--- src/gae_pkg.sv ---
// Package for the advantage estimator: beat structs, register indexes, widths.
// No dependencies; gae_alu and the top level refer to it by scoped names.
package gae_pkg;

  localparam int DEFAULT_MAX_STEPS = 64;
  localparam int DATA_W            = 32;
  localparam int FACTOR_W          = 17;
  localparam int CFG_IDX_W         = 1;

  localparam logic [FACTOR_W-1:0] FACTOR_ONE = 17'h10000;

  localparam logic [CFG_IDX_W-1:0] REG_DISCOUNT = 1'b0;
  localparam logic [CFG_IDX_W-1:0] REG_DECAY    = 1'b1;

  typedef struct packed {
    logic signed [DATA_W-1:0] td_value;
    logic                     seq_end;
  } in_item_t;

  typedef struct packed {
    logic signed [DATA_W-1:0] advantage;
    logic                     last_out;
    logic                     overflowed;
  } out_item_t;

  function automatic logic [FACTOR_W-1:0] clamp_factor(input logic [FACTOR_W-1:0] f);
    logic over;
    over = f[FACTOR_W-1] && (|f[FACTOR_W-2:0]);
    return over ? FACTOR_ONE : f;
  endfunction

endpackage

--- src/gae_ram.sv ---
// Generic single-write, single-read RAM with registered read data.
// No dependencies.
module gae_ram #(
  parameter int WIDTH = 32,
  parameter int DEPTH = 64
) (
  input  logic                     clk,
  input  logic                     we,
  input  logic [$clog2(DEPTH)-1:0] waddr,
  input  logic [WIDTH-1:0]         wdata,
  input  logic [$clog2(DEPTH)-1:0] raddr,
  output logic [WIDTH-1:0]         rdata
);

  logic [WIDTH-1:0] mem [DEPTH];

  always_ff @(posedge clk) begin
    if (we) begin
      mem[waddr] <= wdata;
    end
    rdata <= mem[raddr];
  end

endmodule

--- src/gae_alu.sv ---
// Shared arithmetic unit: registered 17x32 multiply, >>>16, saturating add.
// Depends on gae_pkg for data and factor widths.
module gae_alu (
  input  logic                                clk,
  input  logic [gae_pkg::FACTOR_W-1:0]        mul_a,
  input  logic signed [gae_pkg::DATA_W-1:0]   mul_b,
  input  logic signed [gae_pkg::DATA_W-1:0]   add_in,
  output logic signed [gae_pkg::DATA_W+1:0]   prod_shift,
  output logic signed [gae_pkg::DATA_W-1:0]   sum_sat
);

  localparam int PW = gae_pkg::FACTOR_W + 1 + gae_pkg::DATA_W;
  localparam int SW = gae_pkg::DATA_W + 3;

  logic signed [PW-1:0] prod;
  logic signed [SW-1:0] sum;

  always_ff @(posedge clk) begin
    prod <= PW'($signed({1'b0, mul_a})) * PW'(mul_b);
  end

  // floor(prod / 2^16)
  assign prod_shift = prod[PW-1:16];

  assign sum = {{3{add_in[gae_pkg::DATA_W-1]}}, add_in}
             + {prod_shift[gae_pkg::DATA_W+1], prod_shift};

  always_comb begin
    if (sum[SW-1:gae_pkg::DATA_W-1] == '0 || sum[SW-1:gae_pkg::DATA_W-1] == '1) begin
      sum_sat = sum[gae_pkg::DATA_W-1:0];
    end else if (sum[SW-1]) begin
      sum_sat = {1'b1, {(gae_pkg::DATA_W-1){1'b0}}};
    end else begin
      sum_sat = {1'b0, {(gae_pkg::DATA_W-1){1'b1}}};
    end
  end

endmodule

--- src/generalized_advantage_estimate.sv ---
// Advantage estimator top level: sequencer, config registers, delta store.
// Depends on gae_pkg, gae_ram and gae_alu.
//
//   channel   handshake        payload            notes
//   input     start / busy     item (in_item_t)   taken when start && !busy
//   result    done             result (out_item_t) one cycle per beat, no stall
//   config    cfg_we           cfg_addr, cfg_data  write only, takes effect next cycle
//
// A closing item with n buffered steps holds busy through the factor product
// (KMUL, KSET), the reverse pass through the one multiplier and adder (RMUL,
// RADD per step) and the forward emit from the store (EMIT per step, DRAIN).
// Result beats follow one per cycle. The receiver cannot stall results.
// Synchronous reset clears the count, overflow flag, sequencer and done, and
// sets both factors to one; the store needs no clearing.
module generalized_advantage_estimate #(
  parameter int MAX_STEPS = gae_pkg::DEFAULT_MAX_STEPS
) (
  input  logic                            clk,
  input  logic                            rst,
  input  logic                            start,
  output logic                            busy,
  input  gae_pkg::in_item_t               item,
  input  logic                            cfg_we,
  input  logic [gae_pkg::CFG_IDX_W-1:0]   cfg_addr,
  input  logic [gae_pkg::FACTOR_W-1:0]    cfg_data,
  output logic                            done,
  output gae_pkg::out_item_t              result
);

  localparam int AW = $clog2(MAX_STEPS);
  localparam int CW = $clog2(MAX_STEPS + 1);
  localparam logic [CW-1:0] CAP = CW'(MAX_STEPS);

  localparam logic [2:0] S_IDLE  = 3'd0;
  localparam logic [2:0] S_KMUL  = 3'd1;
  localparam logic [2:0] S_KSET  = 3'd2;
  localparam logic [2:0] S_RMUL  = 3'd3;
  localparam logic [2:0] S_RADD  = 3'd4;
  localparam logic [2:0] S_EMIT  = 3'd5;
  localparam logic [2:0] S_DRAIN = 3'd6;

  logic [2:0]                     state;
  logic [CW-1:0]                  cnt;
  logic                           ovf;
  logic [CW-1:0]                  ptr;
  logic [AW-1:0]                  eptr;
  logic                           pend;
  logic                           pend_last;
  logic [gae_pkg::FACTOR_W-1:0]   discount;
  logic [gae_pkg::FACTOR_W-1:0]   decay;
  logic [gae_pkg::FACTOR_W-1:0]   k;
  logic signed [gae_pkg::DATA_W-1:0] acc;

  logic                           accept;
  logic                           room;
  logic [CW-1:0]                  cnt_next;
  logic [CW-1:0]                  ptr_dec;
  logic                           ram_we;
  logic [AW-1:0]                  ram_waddr;
  logic [gae_pkg::DATA_W-1:0]     ram_wdata;
  logic [AW-1:0]                  ram_raddr;
  logic [gae_pkg::DATA_W-1:0]     ram_rdata;
  logic [gae_pkg::FACTOR_W-1:0]   mul_a;
  logic signed [gae_pkg::DATA_W-1:0] mul_b;
  logic signed [gae_pkg::DATA_W+1:0] prod_shift;
  logic signed [gae_pkg::DATA_W-1:0] sum_sat;

  assign busy     = (state != S_IDLE);
  assign accept   = start && !busy;
  assign room     = (cnt != CAP);
  assign cnt_next = room ? cnt + CW'(1) : cnt;
  assign ptr_dec  = ptr - CW'(1);

  always_comb begin
    ram_we    = 1'b0;
    ram_waddr = cnt[AW-1:0];
    ram_wdata = item.td_value;
    ram_raddr = eptr;
    mul_a     = k;
    mul_b     = acc;
    case (state)
      S_IDLE: begin
        ram_we = accept && room;
      end
      S_KMUL: begin
        mul_a = gae_pkg::clamp_factor(decay);
        mul_b = $signed({{(gae_pkg::DATA_W-gae_pkg::FACTOR_W){1'b0}},
                         gae_pkg::clamp_factor(discount)});
      end
      S_RMUL: begin
        ram_raddr = ptr_dec[AW-1:0];
      end
      S_RADD: begin
        ram_we    = 1'b1;
        ram_waddr = ptr_dec[AW-1:0];
        ram_wdata = sum_sat;
      end
      default: begin
      end
    endcase
  end

  gae_ram #(
    .WIDTH (gae_pkg::DATA_W),
    .DEPTH (MAX_STEPS)
  ) u_store (
    .clk   (clk),
    .we    (ram_we),
    .waddr (ram_waddr),
    .wdata (ram_wdata),
    .raddr (ram_raddr),
    .rdata (ram_rdata)
  );

  gae_alu u_alu (
    .clk        (clk),
    .mul_a      (mul_a),
    .mul_b      (mul_b),
    .add_in     ($signed(ram_rdata)),
    .prod_shift (prod_shift),
    .sum_sat    (sum_sat)
  );

  always_ff @(posedge clk) begin
    if (rst) begin
      discount <= gae_pkg::FACTOR_ONE;
      decay    <= gae_pkg::FACTOR_ONE;
    end else if (cfg_we) begin
      case (cfg_addr)
        gae_pkg::REG_DISCOUNT: discount <= cfg_data;
        gae_pkg::REG_DECAY:    decay    <= cfg_data;
        default: begin
        end
      endcase
    end
  end

  always_ff @(posedge clk) begin
    if (rst) begin
      state <= S_IDLE;
      cnt   <= '0;
      ovf   <= 1'b0;
      pend  <= 1'b0;
      done  <= 1'b0;
    end else begin
      done <= pend;
      pend <= 1'b0;
      case (state)
        S_IDLE: begin
          if (accept) begin
            cnt <= cnt_next;
            if (!room) begin
              ovf <= 1'b1;
            end
            if (item.seq_end) begin
              ptr   <= cnt_next;
              state <= S_KMUL;
            end
          end
        end
        S_KMUL: begin
          state <= S_KSET;
        end
        S_KSET: begin
          k     <= prod_shift[gae_pkg::FACTOR_W-1:0];
          acc   <= '0;
          state <= S_RMUL;
        end
        S_RMUL: begin
          state <= S_RADD;
        end
        S_RADD: begin
          acc <= sum_sat;
          ptr <= ptr_dec;
          if (ptr == CW'(1)) begin
            eptr  <= '0;
            state <= S_EMIT;
          end else begin
            state <= S_RMUL;
          end
        end
        S_EMIT: begin
          pend      <= 1'b1;
          pend_last <= ({1'b0, eptr} == cnt - CW'(1));
          eptr      <= eptr + AW'(1);
          if ({1'b0, eptr} == cnt - CW'(1)) begin
            state <= S_DRAIN;
          end
        end
        S_DRAIN: begin
          cnt   <= '0;
          ovf   <= 1'b0;
          state <= S_IDLE;
        end
        default: begin
          state <= S_IDLE;
        end
      endcase
    end
  end

  always_ff @(posedge clk) begin
    if (pend) begin
      result.advantage  <= $signed(ram_rdata);
      result.last_out   <= pend_last;
      result.overflowed <= ovf;
    end
  end

endmodule
--- config.mk ---
export PLATFORM = sky130hd
export DESIGN_NAME = generalized_advantage_estimate
export DESIGN_NICKNAME = d
export VERILOG_FILES = /design/src/gae_pkg.sv /design/src/gae_ram.sv /design/src/gae_alu.sv /design/src/generalized_advantage_estimate.sv
export SDC_FILE = /design/constraint.sdc
export NUM_CORES = 2
export LEC_CHECK = 0
export BUFFER_PORTS_ARGS = -buffer_cell sky130_fd_sc_hd__buf_2
export CAP_MARGIN = 0
export CORE_ASPECT_RATIO = 0.75
export CORE_MARGIN = 2
export CORE_UTILIZATION = 48
export CTS_BUF_LIST = sky130_fd_sc_hd__clkbuf_4
export DETAILED_ROUTE_END_ITERATION = 16
export PLACE_DENSITY = 0.7
export SYNTH_ARGS = -nofsm -noshare
export SYNTH_HDL_FRONTEND = slang
export SYNTH_HIERARCHICAL = 1
export SYNTH_SLANG_ARGS = --single-unit
export TNS_END_PERCENT = 100
--- constraint.sdc ---
create_clock -name clk -period 14.25 [get_ports clk]
set_clock_uncertainty 0.05 [all_clocks]
set_input_delay 2.85 -clock clk [delete_from_list [all_inputs] [get_ports clk]]
set_output_delay 2.85 -clock clk [all_outputs]
set_load 0.005 [all_outputs]
==> run_results.csv <==
group,metric,value,unit
critical_path,crit_fanout,56,
clock_tree,post_cts_resize_count,0,
synth,synth_ff_type,"edfxtp_1",
critical_path,critPathArrivalTime,11.10,ns
detailed_routing,drt-wirelength-per-cell,27.6,um
sta,slew_headroom,6.47,%
sta,final_hold_viol_count,0,
clock_tree,clk-insertion-delay-late,1.34,ns
floorplan,die_y,412,um
critical_path,crit_path_most_repeated_cell,"fa_1",
status,outcome,"finished, final reports clean",
sta,worst_slew_pin_slew,1.40,ns
final_layout,area_growth_syn_to_layout,10.4,%
synth,synth_seq_area_share,62.7,%
synth,yosys_register_bits,2258,
critical_path,critical-path-slowest-cell,"a22o_1",
critical_path,critical-path-max-stage-delay,1.11,ns
detailed_routing,firstDrtPassIters,5,
grt,grt_antenna_before_repair,9,
sta,slew_violations,0,
placed_design,dp_hpwl,165,mm
floorplan,top_level_ports,91,
synth,synth_top_cells_by_count,"2,145 x edfxtp_1, 625 x inv_1, 544 x mux4_2, 520 x fa_1, 392 x nand2_1",
synth,synth.net_count,7054,
floorplan,die_area,225000,sq um
detailed_routing,drt-vias-per-instance,5.91,
min_path,worstHoldPathType,"register to register",
sta,setup_slack,4.30,ns
critical_path,worstSetupEndpointType,"register",
synth,synth_top_area_share,60.6,%
floorplan,floorplan.core_area,220000,sq um
placed_design,dpl_worst_slack,4.42,ns
placed_design,place.port_buffers,90,
detailed_routing,route.antenna.remaining_nets,0,
job,cap_viol_max_count,0,
clock_tree,post_cts_hold_buffer_count,0,
clock_tree,h-tree-depth,6,
critical_path,worstPathRequired,15.40,ns
grt,grt_use_total,25.0,%
clock_tree,clock_tree.root_cell,"clkbuf_4",
floorplan,placementRows,149,
synth,post-synth-top-count-cell,"edfxtp_1",
synth,netlist_top_cells_area,"edfxtp_1 61%, mux4_2 12%, fa_1 9.8%",
power_and_ir_drop,peakVddDrop,609,uV
clock_tree,postCtsSetupRepairBufs,0,
grt,grt_pass1_vias,61000,
grt,grt_max_degree,134,
floorplan,chipWidth,548,um
floorplan,start_util,48.4,%
grt,grt_first_pass_wirelength,408,mm
clock_tree,cts_made_buffers,558,
final_layout,nNetsFinal,7547,
clock_tree,cts_buffer_depth,4,
detailed_routing,routed_wl,279,mm
sta,fin_crit_sh,69.8,%
sta,timing.fmax,100,MHz
synth,async_set_or_reset_flop_fraction_in_the_synthesized_netlist,0,%
placed_design,finalWeightedCongestion,0.901,
final_layout,share_of_final_layout_standard_cells_stronger_than_drive_strength_1,24.6,%
grt,overflow,0,
synth,post_synth_num_cell_types,81,
synth,cell_count_after_synthesis,6325,
synth,syn-cell-area,106000,sq um
synth,syn_area_per_cell,16.8,sq um
detailed_routing,post-route-drc-count,0,
critical_path,startpoint_type,"register",
sta,fin_setup_tns,0,ns
synth,synth_warnings,6,
sta,grt_setup_unrepaired,"no",
synth,synth_largest_area_cell,"edfxtp_1",
power_and_ir_drop,powerDensity,240,nW/um^2
detailed_routing,first_iter_violations,7732,
sta,post-route-min-period,9.95,ns
power_and_ir_drop,power.static_leakage,41.8,nW
clock_tree,worst_setup_hold_path_clk_slew,0.07,ns
synth,synth-edff-count,2145,
sta,setup_viol,0,
clock_tree,tritoncts_num_sinks,2258,
detailed_routing,route.vias.total,59800,
critical_path,type_of_the_setup_path_with_the_least_slack,"register to register",
clock_tree,cts_tree,"yes",
-- worst paths after layout --
kind                                 start                endpoint  slack, ns  depth (start not counted)
hold reg to reg   u_store/rdata[0]$_DFF_P_     result[2]$_DFFE_PP_       0.38                          0
setup / recovery     state[0]$_SDFFE_PP0P_  u_alu/prod[44]$_DFF_P_       4.30                         26
hold / removal    u_store/rdata[0]$_DFF_P_     result[2]$_DFFE_PP_       0.38                          0
setup reg to reg     state[0]$_SDFFE_PP0P_  u_alu/prod[44]$_DFF_P_       4.30                         26
-- cell families after synthesis --
| group | count (synthesis) | share of synthesized area, % |
|---|---|---|
| muxes | 642 | 12.4 |
| DFF | 2258 | 62.7 |
| xor gates and xnor gates | 96 | 0.790 |
| buffers and inverters | 943 | 3.62 |
| AOI/OAI and AO/OA | 557 | 3.43 |
| and+or+nand+nor | 1155 | 5.42 |
| adders and majority gates | 674 | 11.6 |
-- per-stage QoR --
stage	total power [W]	hold slack (ns)	util (%)	std cells	instance area, sq um
5_1_grt	0.0304	0.402	53.4	10100	117000
6_report	0.0282	0.380	53.4	10100	117000
3_3_place_gp	0.0227	0.377	50.4	9201	111000
2_1_floorplan	0.0185	0.350	-	6325	106000
4_1_cts	0.0281	0.382	53.4	10100	117000
3_5_place_dp	0.0228	0.381	50.4	9201	111000
-- placed cells by master, fill, tap and decap left out, types with 20 or more instances in the layout --
cell type	n
edfxtp_1	2145
clkbuf_4	793
inv_1	625
mux4_2	544
fa_1	520
nand2_1	392
and2_1	369
a21oi_1	183
ha_1	154
buf_4	153
nor2_1	146
dfxtp_1	112
mux2i_1	94
clkinv_1	91
buf_2	90
o22ai_1	85
nor2_4	63
xnor2_1	60
xor2_1	36
a21o_2	32
a21o_1	31
o21ai_0	28
a22o_1	28
o221ai_1	28
nor2b_1	26
nand3_1	21
nand2b_1	20
o21ai_2	20
-- state kept, by name (all words and copies together), names as in the netlist --
name / cells
pend: 1
pend_last: 1
decay: 17
k: 17
u_store/mem: 2048
ptr: 7
state: 3
discount: 17
u_alu/prod: 34
u_store/rdata: 32
done: 1
acc: 32
cnt: 7
eptr: 6
result: 34
ovf: 1
-- where the power goes --
group	leakage (nW)	internal [W]	total [W]	switching (W)
sequential	20.2	0.00764	0.00776	0.000115
combinational	17.6	0.00610	0.0154	0.00928
clock	3.95	0.00263	0.00508	0.00245
total	41.8	0.0164	0.0282	0.0118
-- critical path: cells and delay by family, from the launching register on --
family                     cells  cell delay [ns]
and+or+nand+nor                4             1.29
AOI/OAI and AO/OA              9             3.89
DFF                            1             0.70
xor gates and xnor gates       1             0.17
buffers and inverters          5             0.60
adders and majority gates      7             3.13
-- area by class of cell --
cell class,instances,area [sq um]
diodes,17,42.5
clock buffers,792,5950
clock inverters,117,573
fillers,17500,103000
inverters,625,2350
multi-input cells,3124,36400
flip-flops and latches,2258,66700
well taps,2944,3680
repair buffers,251,1750
-- layer usage --
metal  GRT usage (%)  vias to the layer above  wire [um]
met4            8.17                        2       8170
met1            36.2                    31100     112000
met2            37.2                     3571     126000
met3            6.20                      458      32600
met5               0                        -         88
li1                -                    24700          -
(Power assumes the default switching activity.)
